$ cat src/bcpe_pkg.sv
`timescale 1ns / 1ps
// ----------------------------------------------------------------------------
// Bezier evaluator package
// Shared constants, the control point type and the sequencer state type.
// ----------------------------------------------------------------------------
package bcpe_pkg;

   localparam int MAX_POINTS = 8;
   localparam int IDX_W      = $clog2(MAX_POINTS);
   localparam int LVL_W      = $clog2(MAX_POINTS);

   localparam int COORD_W    = 24;
   localparam int T_W        = 17;
   localparam int DEG_W      = 3;
   localparam int PIDX_W     = 3;

   localparam logic [T_W-1:0]   T_ONE      = 17'h10000;
   localparam logic [DEG_W-1:0] DEG_RESET  = 3'd5;

   localparam int REQ_DATA_W = 96;
   localparam int RSP_DATA_W = 72;

   localparam logic CMD_LOAD = 1'b0;
   localparam logic CMD_EVAL = 1'b1;

   typedef struct packed {
      logic signed [COORD_W-1:0] z;
      logic signed [COORD_W-1:0] y;
      logic signed [COORD_W-1:0] x;
   } point_type;

   typedef enum logic [1:0] {
      ST_IDLE,
      ST_STEP,
      ST_DROP,
      ST_FLUSH
   } state_type;

endpackage

$ cat src/bcpe_lerp.sv
`timescale 1ns / 1ps
// ----------------------------------------------------------------------------
// Bezier evaluator interpolation unit
// One de Casteljau step on three coordinate lanes: p + floor((q - p) * t / 2^16).
// ----------------------------------------------------------------------------
module bcpe_lerp (
   input  bcpe_pkg::point_type            p_pt,
   input  bcpe_pkg::point_type            q_pt,
   input  logic [bcpe_pkg::T_W-1:0]       t_val,
   output bcpe_pkg::point_type            r_pt
);

   localparam int DIFF_W = bcpe_pkg::COORD_W + 1;
   localparam int PROD_W = DIFF_W + bcpe_pkg::T_W + 1;
   localparam int SUM_W  = PROD_W - 16;

   function automatic logic signed [bcpe_pkg::COORD_W-1:0] lerp_coord(
      input logic signed [bcpe_pkg::COORD_W-1:0] p,
      input logic signed [bcpe_pkg::COORD_W-1:0] q,
      input logic        [bcpe_pkg::T_W-1:0]     t
   );
      logic signed [DIFF_W-1:0] diff;
      logic signed [PROD_W-1:0] prod;
      logic signed [SUM_W-1:0]  sum;
      diff = DIFF_W'(q) - DIFF_W'(p);
      prod = PROD_W'(diff) * PROD_W'(signed'({1'b0, t}));
      // arithmetic shift by 16 is the floor of the quotient
      sum  = prod[PROD_W-1:16] + SUM_W'(p);
      return sum[bcpe_pkg::COORD_W-1:0];
   endfunction

   always_comb begin
      r_pt.x = lerp_coord(p_pt.x, q_pt.x, t_val);
      r_pt.y = lerp_coord(p_pt.y, q_pt.y, t_val);
      r_pt.z = lerp_coord(p_pt.z, q_pt.z, t_val);
   end

endmodule

$ cat src/bezier_curve_point_evaluator.sv
`timescale 1ns / 1ps
// ----------------------------------------------------------------------------
// Bezier curve point evaluator
// Loads 3D control points into a small store and evaluates the curve at t by
// de Casteljau interpolation on one shared three-lane interpolation unit.
// ----------------------------------------------------------------------------
// Sequence: a load item writes the store; the sequencer stays idle. An evaluate item
//   copies the store to the work line, then per level does one step per cycle on the
//   single unit (ST_STEP), one drop shift (ST_DROP), then fills the output (ST_FLUSH).
// Throughput: one item at a time; req_tready is low while an evaluation runs.
// Reset: synchronous, active high; clears the sequencer and the output valid,
//   holds req_tready low and sets curve_degree to 5. The store is not cleared.
module bezier_curve_point_evaluator (
   input  logic                                 clock,
   input  logic                                 reset,
   // item in
   input  logic                                 req_tvalid,
   output logic                                 req_tready,
   // point_index[2:0], coord_x[26:3], coord_y[50:27], coord_z[74:51],
   // param_t[91:75], zero fill[95:92]
   input  logic [bcpe_pkg::REQ_DATA_W-1:0]      req_tdata,
   // cmd[0]
   input  logic [0:0]                           req_tuser,
   // result out
   output logic                                 rsp_tvalid,
   input  logic                                 rsp_tready,
   // curve_x[23:0], curve_y[47:24], curve_z[71:48]
   output logic [bcpe_pkg::RSP_DATA_W-1:0]      rsp_tdata,
   // curve_degree register
   input  logic                                 csr_we,
   input  logic [bcpe_pkg::DEG_W-1:0]           csr_wdata
);

   localparam int NP = bcpe_pkg::MAX_POINTS;

   // Unpack the request item.
   logic                               req_cmd;
   logic [bcpe_pkg::PIDX_W-1:0]        req_point_index;
   bcpe_pkg::point_type                req_point;
   logic [bcpe_pkg::T_W-1:0]           req_param_t;
   logic [bcpe_pkg::T_W-1:0]           t_sat;

   assign req_cmd         = req_tuser[0];
   assign req_point_index = req_tdata[2:0];
   assign req_point.x     = req_tdata[26:3];
   assign req_point.y     = req_tdata[50:27];
   assign req_point.z     = req_tdata[74:51];
   assign req_param_t     = req_tdata[91:75];
   // Clamp t to 1.0.
   assign t_sat = (req_param_t > bcpe_pkg::T_ONE) ? bcpe_pkg::T_ONE : req_param_t;

   // Registers.
   bcpe_pkg::state_type                state_ff, state_in;
   logic [bcpe_pkg::LVL_W-1:0]         level_ff, level_in;
   logic [bcpe_pkg::LVL_W-1:0]         step_ff, step_in;
   logic [bcpe_pkg::T_W-1:0]           t_ff;
   logic [bcpe_pkg::DEG_W-1:0]         deg_ff;
   bcpe_pkg::point_type                work_ff [NP];
   bcpe_pkg::point_type                work_in [NP];
   logic                               rsp_valid_ff, rsp_valid_in;
   bcpe_pkg::point_type                rsp_data_ff;

   // Control point store: one write port, copied whole into the work line.
   bcpe_pkg::point_type                cp_store [NP];

   // Sequencer controls.
   logic                               accept;
   logic                               eval_go;
   logic                               load_go;
   logic                               out_free;
   logic                               rsp_load;
   logic                               shift_en;
   logic                               insert_en;
   logic [bcpe_pkg::LVL_W-1:0]         deg_eff;
   bcpe_pkg::point_type                lerp_out;

   // Degree is capped at one less than the store size.
   assign deg_eff = (int'(deg_ff) > NP - 1) ? bcpe_pkg::LVL_W'(NP - 1)
                                            : bcpe_pkg::LVL_W'(deg_ff);

   // Shared interpolation unit: always works on the two head entries.
   bcpe_lerp u_lerp (
      .p_pt  (work_ff[0]),
      .q_pt  (work_ff[1]),
      .t_val (t_ff),
      .r_pt  (lerp_out)
   );

   // Next state.
   always_comb begin
      state_in = state_ff;
      unique case (state_ff)
         bcpe_pkg::ST_IDLE: begin
            if (eval_go) begin
               state_in = (deg_eff == '0) ? bcpe_pkg::ST_FLUSH : bcpe_pkg::ST_STEP;
            end
         end
         bcpe_pkg::ST_STEP: begin
            // last interpolation of this level
            if (step_ff == level_ff - 1'b1) begin
               state_in = bcpe_pkg::ST_DROP;
            end
         end
         bcpe_pkg::ST_DROP: begin
            state_in = (level_ff == bcpe_pkg::LVL_W'(1)) ? bcpe_pkg::ST_FLUSH
                                                         : bcpe_pkg::ST_STEP;
         end
         bcpe_pkg::ST_FLUSH: begin
            if (out_free) begin
               state_in = bcpe_pkg::ST_IDLE;
            end
         end
         default: state_in = bcpe_pkg::ST_IDLE;
      endcase
   end

   // Sequencer outputs.
   always_comb begin
      req_tready = (state_ff == bcpe_pkg::ST_IDLE) && !reset;
      accept     = req_tvalid && req_tready;
      eval_go    = accept && (req_cmd == bcpe_pkg::CMD_EVAL);
      load_go    = accept && (req_cmd == bcpe_pkg::CMD_LOAD)
                   && (int'(req_point_index) < NP);
      out_free   = !rsp_valid_ff || rsp_tready;
      rsp_load   = (state_ff == bcpe_pkg::ST_FLUSH) && out_free;
      shift_en   = (state_ff == bcpe_pkg::ST_STEP) || (state_ff == bcpe_pkg::ST_DROP);
      insert_en  = (state_ff == bcpe_pkg::ST_STEP);
   end

   // Counters: level counts down from the degree, step runs across a level.
   always_comb begin
      level_in = level_ff;
      step_in  = '0;
      if (eval_go) begin
         level_in = deg_eff;
      end else if (state_ff == bcpe_pkg::ST_DROP) begin
         level_in = level_ff - 1'b1;
      end
      if (state_ff == bcpe_pkg::ST_STEP) begin
         step_in = step_ff + 1'b1;
      end
   end

   // Work line. Each step shifts down by one and drops the new point in at
   // the current level, so after a level plus one drop shift the next level
   // sits at the head in order.
   always_comb begin
      for (int k = 0; k < NP; k++) begin
         work_in[k] = work_ff[k];
      end
      if (eval_go) begin
         for (int k = 0; k < NP; k++) begin
            work_in[k] = cp_store[k];
         end
      end else if (shift_en) begin
         for (int k = 0; k < NP - 1; k++) begin
            work_in[k] = (insert_en && level_ff == bcpe_pkg::LVL_W'(k)) ? lerp_out
                                                                        : work_ff[k + 1];
         end
         if (insert_en && level_ff == bcpe_pkg::LVL_W'(NP - 1)) begin
            work_in[NP - 1] = lerp_out;
         end
      end
   end

   // Output register: hold until taken.
   always_comb begin
      rsp_valid_in = rsp_valid_ff;
      if (rsp_load) begin
         rsp_valid_in = 1'b1;
      end else if (rsp_tready) begin
         rsp_valid_in = 1'b0;
      end
   end

   // Control state.
   always_ff @(posedge clock) begin
      if (reset) begin
         state_ff     <= bcpe_pkg::ST_IDLE;
         level_ff     <= '0;
         step_ff      <= '0;
         deg_ff       <= bcpe_pkg::DEG_RESET;
         rsp_valid_ff <= 1'b0;
      end else begin
         state_ff     <= state_in;
         level_ff     <= level_in;
         step_ff      <= step_in;
         rsp_valid_ff <= rsp_valid_in;
         if (csr_we) begin
            deg_ff <= csr_wdata;
         end
      end
   end

   // Payload.
   always_ff @(posedge clock) begin
      if (eval_go) begin
         t_ff <= t_sat;
      end
      if (rsp_load) begin
         rsp_data_ff <= work_ff[0];
      end
      for (int k = 0; k < NP; k++) begin
         work_ff[k] <= work_in[k];
      end
   end

   // Store write.
   always_ff @(posedge clock) begin
      if (load_go) begin
         cp_store[bcpe_pkg::IDX_W'(req_point_index)] <= req_point;
      end
   end

   assign rsp_tvalid = rsp_valid_ff;
   assign rsp_tdata  = rsp_data_ff;

endmodule

$ cat config.mk
export PLATFORM = sky130hd
export DESIGN_NAME = bezier_curve_point_evaluator
export DESIGN_NICKNAME = d
export VERILOG_FILES = /design/src/bcpe_pkg.sv /design/src/bcpe_lerp.sv /design/src/bezier_curve_point_evaluator.sv
export SDC_FILE = /design/constraint.sdc
export NUM_CORES = 2
export LEC_CHECK = 0
export BUFFER_PORTS_ARGS = -buffer_cell sky130_fd_sc_hd__buf_2
export CAP_MARGIN = 20
export CELL_PAD_IN_SITES_DETAIL_PLACEMENT = 0
export CELL_PAD_IN_SITES_GLOBAL_PLACEMENT = 2
export CORE_MARGIN = 4
export CORE_UTILIZATION = 44
export CTS_CLUSTER_DIAMETER = 30
export DETAILED_ROUTE_END_ITERATION = 12
export PLACE_DENSITY = 0.83
export SLEW_MARGIN = 20
export SYNTH_ARGS = -nofsm -noshare
export SYNTH_HDL_FRONTEND = slang
export SYNTH_HIERARCHICAL = 1
export SYNTH_SLANG_ARGS = --single-unit
$ cat constraint.sdc
create_clock -name clock -period 18.1 [get_ports clock]
set_clock_uncertainty 0.15 [all_clocks]
set_input_delay 0 -clock clock [delete_from_list [all_inputs] [get_ports clock]]
set_output_delay 0 -clock clock [all_outputs]
set_load 0.02 [all_outputs]
== After elaboration in Yosys (flattened, before gate mapping) ==
Memory sizes are Yosys's and may differ from the RTL's.
Index checks and enable logic that the tools add are counted.
Cells by class
  add/sub/neg operators: 8
  multipliers: 3
  magnitude comparators: 1
  eq/ne operators: 14
  muxes and demuxes: 22
  bitwise operators: 2
  reductions and logical operators: 24
Operators by type and width (count)
  576-bit 2-to-1 mux: 2
  72-bit 2-to-1 mux: 8
  25-bit by 18-bit multiplier with 40-bit output: 3
  24-bit by 24-bit subtractor with 25-bit output: 3
  24-bit adder: 3
  17-bit > comparator (second input constant): 1
  1-bit logical AND: 13
  3-bit == test (second input constant): 4
  2-bit 2-to-1 mux: 5
  2-bit one-hot mux with 4 select lines: 1
  3-bit by 2-bit == test with 1-bit output (second input constant): 2
  3-bit logical NOT: 2
  3-bit 2-to-1 mux: 2
  2-bit == test (second input constant): 2
  1-bit 2-to-1 mux: 4
  2-bit inequality test (second input constant): 2
  2-bit nonzero test: 2
  3-bit by 1-bit adder with 3-bit output (second input constant): 1
  3-bit by 1-bit == test with 1-bit output (second input constant): 1
  3-bit == test: 1
  3-bit AND reduction: 1
  3-bit by 1-bit subtractor with 3-bit output (second input constant): 1
  2-bit by 1-bit == test with 1-bit output (second input constant): 1
  1-bit logical NOT: 2
  5 further kinds: 7
Storage, ports and cells
  register bits: 101
  RAM bits: 1152
  input port bits: 105
  output and inout bits: 74
  word-level logic and storage cells: 85
  memories: 2
Memories
  cp_store: depth 8, bits a word 72, rd ports 8, clocked after memory_dff 0, write ports 1, RTL line bezier_curve_point_evaluator.sv:64  | bcpe_pkg::point_type cp_store [NP];
  work_ff: depth 8, bits a word 72, rd ports 8, clocked after memory_dff 0, write ports 8, RTL line bezier_curve_point_evaluator.sv:58  | bcpe_pkg::point_type work_ff [NP];

== Longest topological paths before layout ==
  depth after elaboration: 6
  gate-level depth with buffers: 50
  gate-level depth less buffers: 49

== Hierarchy ==
Netlist, hierarchy kept.
Modules (own cells, without submodules)
  bezier_curve_point_evaluator: times used 1, cells each 3347, area each 49977.9 µm², seq. area each 37506.0 µm²
  bcpe_lerp: times used 1, cells each 5779, area each 49516.2 µm², seq. area each 0.0 µm²

== Least setup slack after synthesis ==
Ideal clock, no wire load.
  path type: reg2reg
  start point: register, netlist name state_ff[0]
  end point: memory work_ff[0][0] (netlist name), enable pin
  library setup time: 0.959 ns
  arrival: 12.634 ns
  required time: 16.991 ns
  slack: 4.357 ns
  cell stages (with the launch flop): 7
  path buffers: 1
  period minus slack after synthesis: 13.743 ns
  path through: dfxtp_1 inv_1 ha_1 nor2b_4 nand3_2 clkbuf_1 nand2b_1
RTL lines (RTL line)
  end, declared: bezier_curve_point_evaluator.sv:58

==> results.yml <==
outcome:
  status: "finished, final reports clean"
finish:
  fillers: 19900
  synthToLayoutAreaGrowth_pct: 14.9
  nNetsFinal: 11200
  register_area_um2: 37500
  multi_input_area_um2: 53900
  drive_gt1_share_pct: 8.28
  fin_util_pct: 50.8
worst_setup_path:
  r2r-end: "work_ff[0][23]"
  cpMaxStageDelayCell: "xnor2_1"
  path_common_cell: "fa_1"
  start_kind: "register"
  r2r-start: "work_ff[0][1]"
  rrSetupSlack_ns: 5.52
  critPathMaxFanout: 17
  critPathKind: "reg2reg"
  worstPathArrival_ns: 13.11
  max_stage_delay_ns: 0.76
  worstPathRequired_ns: 18.63
  cp-end-kind: "register"
  reg2regPathDepth: 45
timing:
  setup_violations: 0
  tns_ns: 0
  fin_crit_sh_pct: 69.5
  finalHoldViolCount: 0
  min_period_ns: 12.58
  finalMaxSlewViolations: 0
  max_freq_mhz: 79.5
  rsz0062_at_grt: "false"
  worst_pin_slew_ns: 1.17
  slew_headroom_pct: 21.2
  final.setup.worst_slack_ns: 5.52
floorplanning:
  dieArea_um2: 234000
  coreArea_um2: 225000
  rows: 174
  die_w_um: 484
  die_h_um: 484
  io_pins: 179
  initial_utilization_pct: 44.2
global_route:
  grt_util_all_layers_pct: 22.0
  grt_pass1_vias: 68100
  overflow: 0
  antenna_found_initial: 15
  grt_max_degree: 188
  grt_pass1_wl_um: 403000
cts:
  ctsRootBufferMaster: "clkbuf_16"
  tritoncts: "built"
  cts_setup_buffers: 0
  cts_resized: 0
  postCtsHoldBufs: 214
  ctsHtreeMaxLevel: 5
  numCtsBuffers: 282
  clock_path_buffers: 4
  cts_sinks: 1253
  path_clk_slew_ns: 0.05
  clk_latency_ns: 0.93
placed_design:
  preCtsSetupSlack_ns: 5.72
  gp_congestion: 0.854
  port_buffers: 174
  hpwl_um: 175000
synthesis:
  syn-cell-area_um2: 99500
  ys.flop_type: "edfxtp_1"
  syn-instance-count: 9126
  yosysTopAreaCell: "edfxtp_1"
  avgSynthCellArea_um2: 10.9
  netlist.area_leader.share_pct: 37.5
  ys_seq_area_share_pct: 37.7
  synthTopCellsByArea: "edfxtp_1, fa_1, inv_1"
  ys_types: 88
  syn-num-nets: 10900
  synth-seq-cells: 1253
  ys_warn_count: 6
  async_flop_share_pct: 0
  yosys-top-cells-count: "inv_1, nand2_1, edfxtp_1"
  synth_edf_count: 1241
  synth_most_common_cell: "inv_1"
hold_path:
  hp-start: "req_tuser"
  worstHoldEndpoint: "state_ff[1]"
  hold_depth: 6
  min_path_type: "in2reg"
detailed_routing:
  drtPass1Iterations: 5
  viasPerCell: 5.07
  routed_wl_um: 253000
  final_antenna_net_count: 0
  vias: 64300
  drc_errors: 0
  wire_per_inst_um: 20.0
  first_iter_violations: 4298
job:
  cap_violations: 0
metal layers:
layer	global-route usage (%)	up-vias	routed length, um
met5	0	-	62
met4	5.59	10	5680
li1	-	29800	-
met2	34.3	1504	115000
met3	3.34	320	12500
met1	32.4	32600	120000
cell families after synthesis:
family / synth area share (%)
AOI/OAI and AO/OA: 5.46
muxes: 5.27
buffers and inverters: 8.31
xor gates and xnor gates: 2.12
adders and majority gates: 29.4
DFF: 37.7
and+or+nand+nor: 11.7
state kept, by name, indices dropped and copies added, names as in the netlist:
signal and flops:
cp_store 576, deg_eff 3, level_ff 3, rsp_tdata 72, rsp_tvalid 1, state_ff 2
step_ff 3, t_ff 17, work_ff 576
worst max-delay path: cells and delay by family (launching register included):
family,cells,cell delay [ns]
adder cells (fa/ha/maj),9,3.99
XOR/XNOR,5,1.50
buffers and inverters,5,0.52
flip-flops,1,0.57
AO/OA/AOI/OAI,18,4.44
multiplexers,1,0.14
AND/OR/NAND/NOR,7,1.06
metrics by stage:
stage               hold WS, ns  std cells  cell area (um^2)
detailed placement       0.0621      12000            103000
global route              0.174      12700            114000
finish                    0.140      12700            114000
floorplan                -0.111       9126             99500
CTS                      0.0753      12700            114000
global placement         0.0557      12000            103000
cell type report:
class | instances | share of cell area [%]
repair buffers | 532 | 3.62
diodes | 8 | 0.0175
clock inverters | 169 | 1.51
well taps | 2992 | 3.28
inverters | 1596 | 5.25
multi-input cells | 5801 | 47.2
flip-flops and latches | 1253 | 32.8
clock buffers | 319 | 6.35
worst max path at each step:
stage,startpoint,endpoint,slack [ns]
final,work_ff[0][1],work_ff[0][23],5.52
after global routing,work_ff[0][8],work_ff[0][23],4.73
after CTS,work_ff[0][1],work_ff[0][23],5.69
after detailed placement,work_ff[0][1],work_ff[0][23],5.72
after global placement,work_ff[0][1],work_ff[0][95],5.90
after floorplan,state_ff[0],work_ff[0][0],4.36
layout by cell type (no fill, tap or decap), types with 55 or more instances in the layout:
master,instances
and2_1,600
nand2b_1,64
fa_1,1188
edfxtp_1,1241
clkbuf_16,285
buf_2,174
buf_4,141
mux2i_1,517
o21ai_1,160
ha_1,440
dlygate4sd3_1,213
nand2_1,1381
o21ai_0,413
xnor2_1,178
clkinv_2,55
inv_1,1595
nor2b_1,129
nor2_1,123
a21oi_1,144
Power is left out: the tool's default activity adds up to more than one toggle a clock period on the data nets, which glitch-free logic cannot reach.
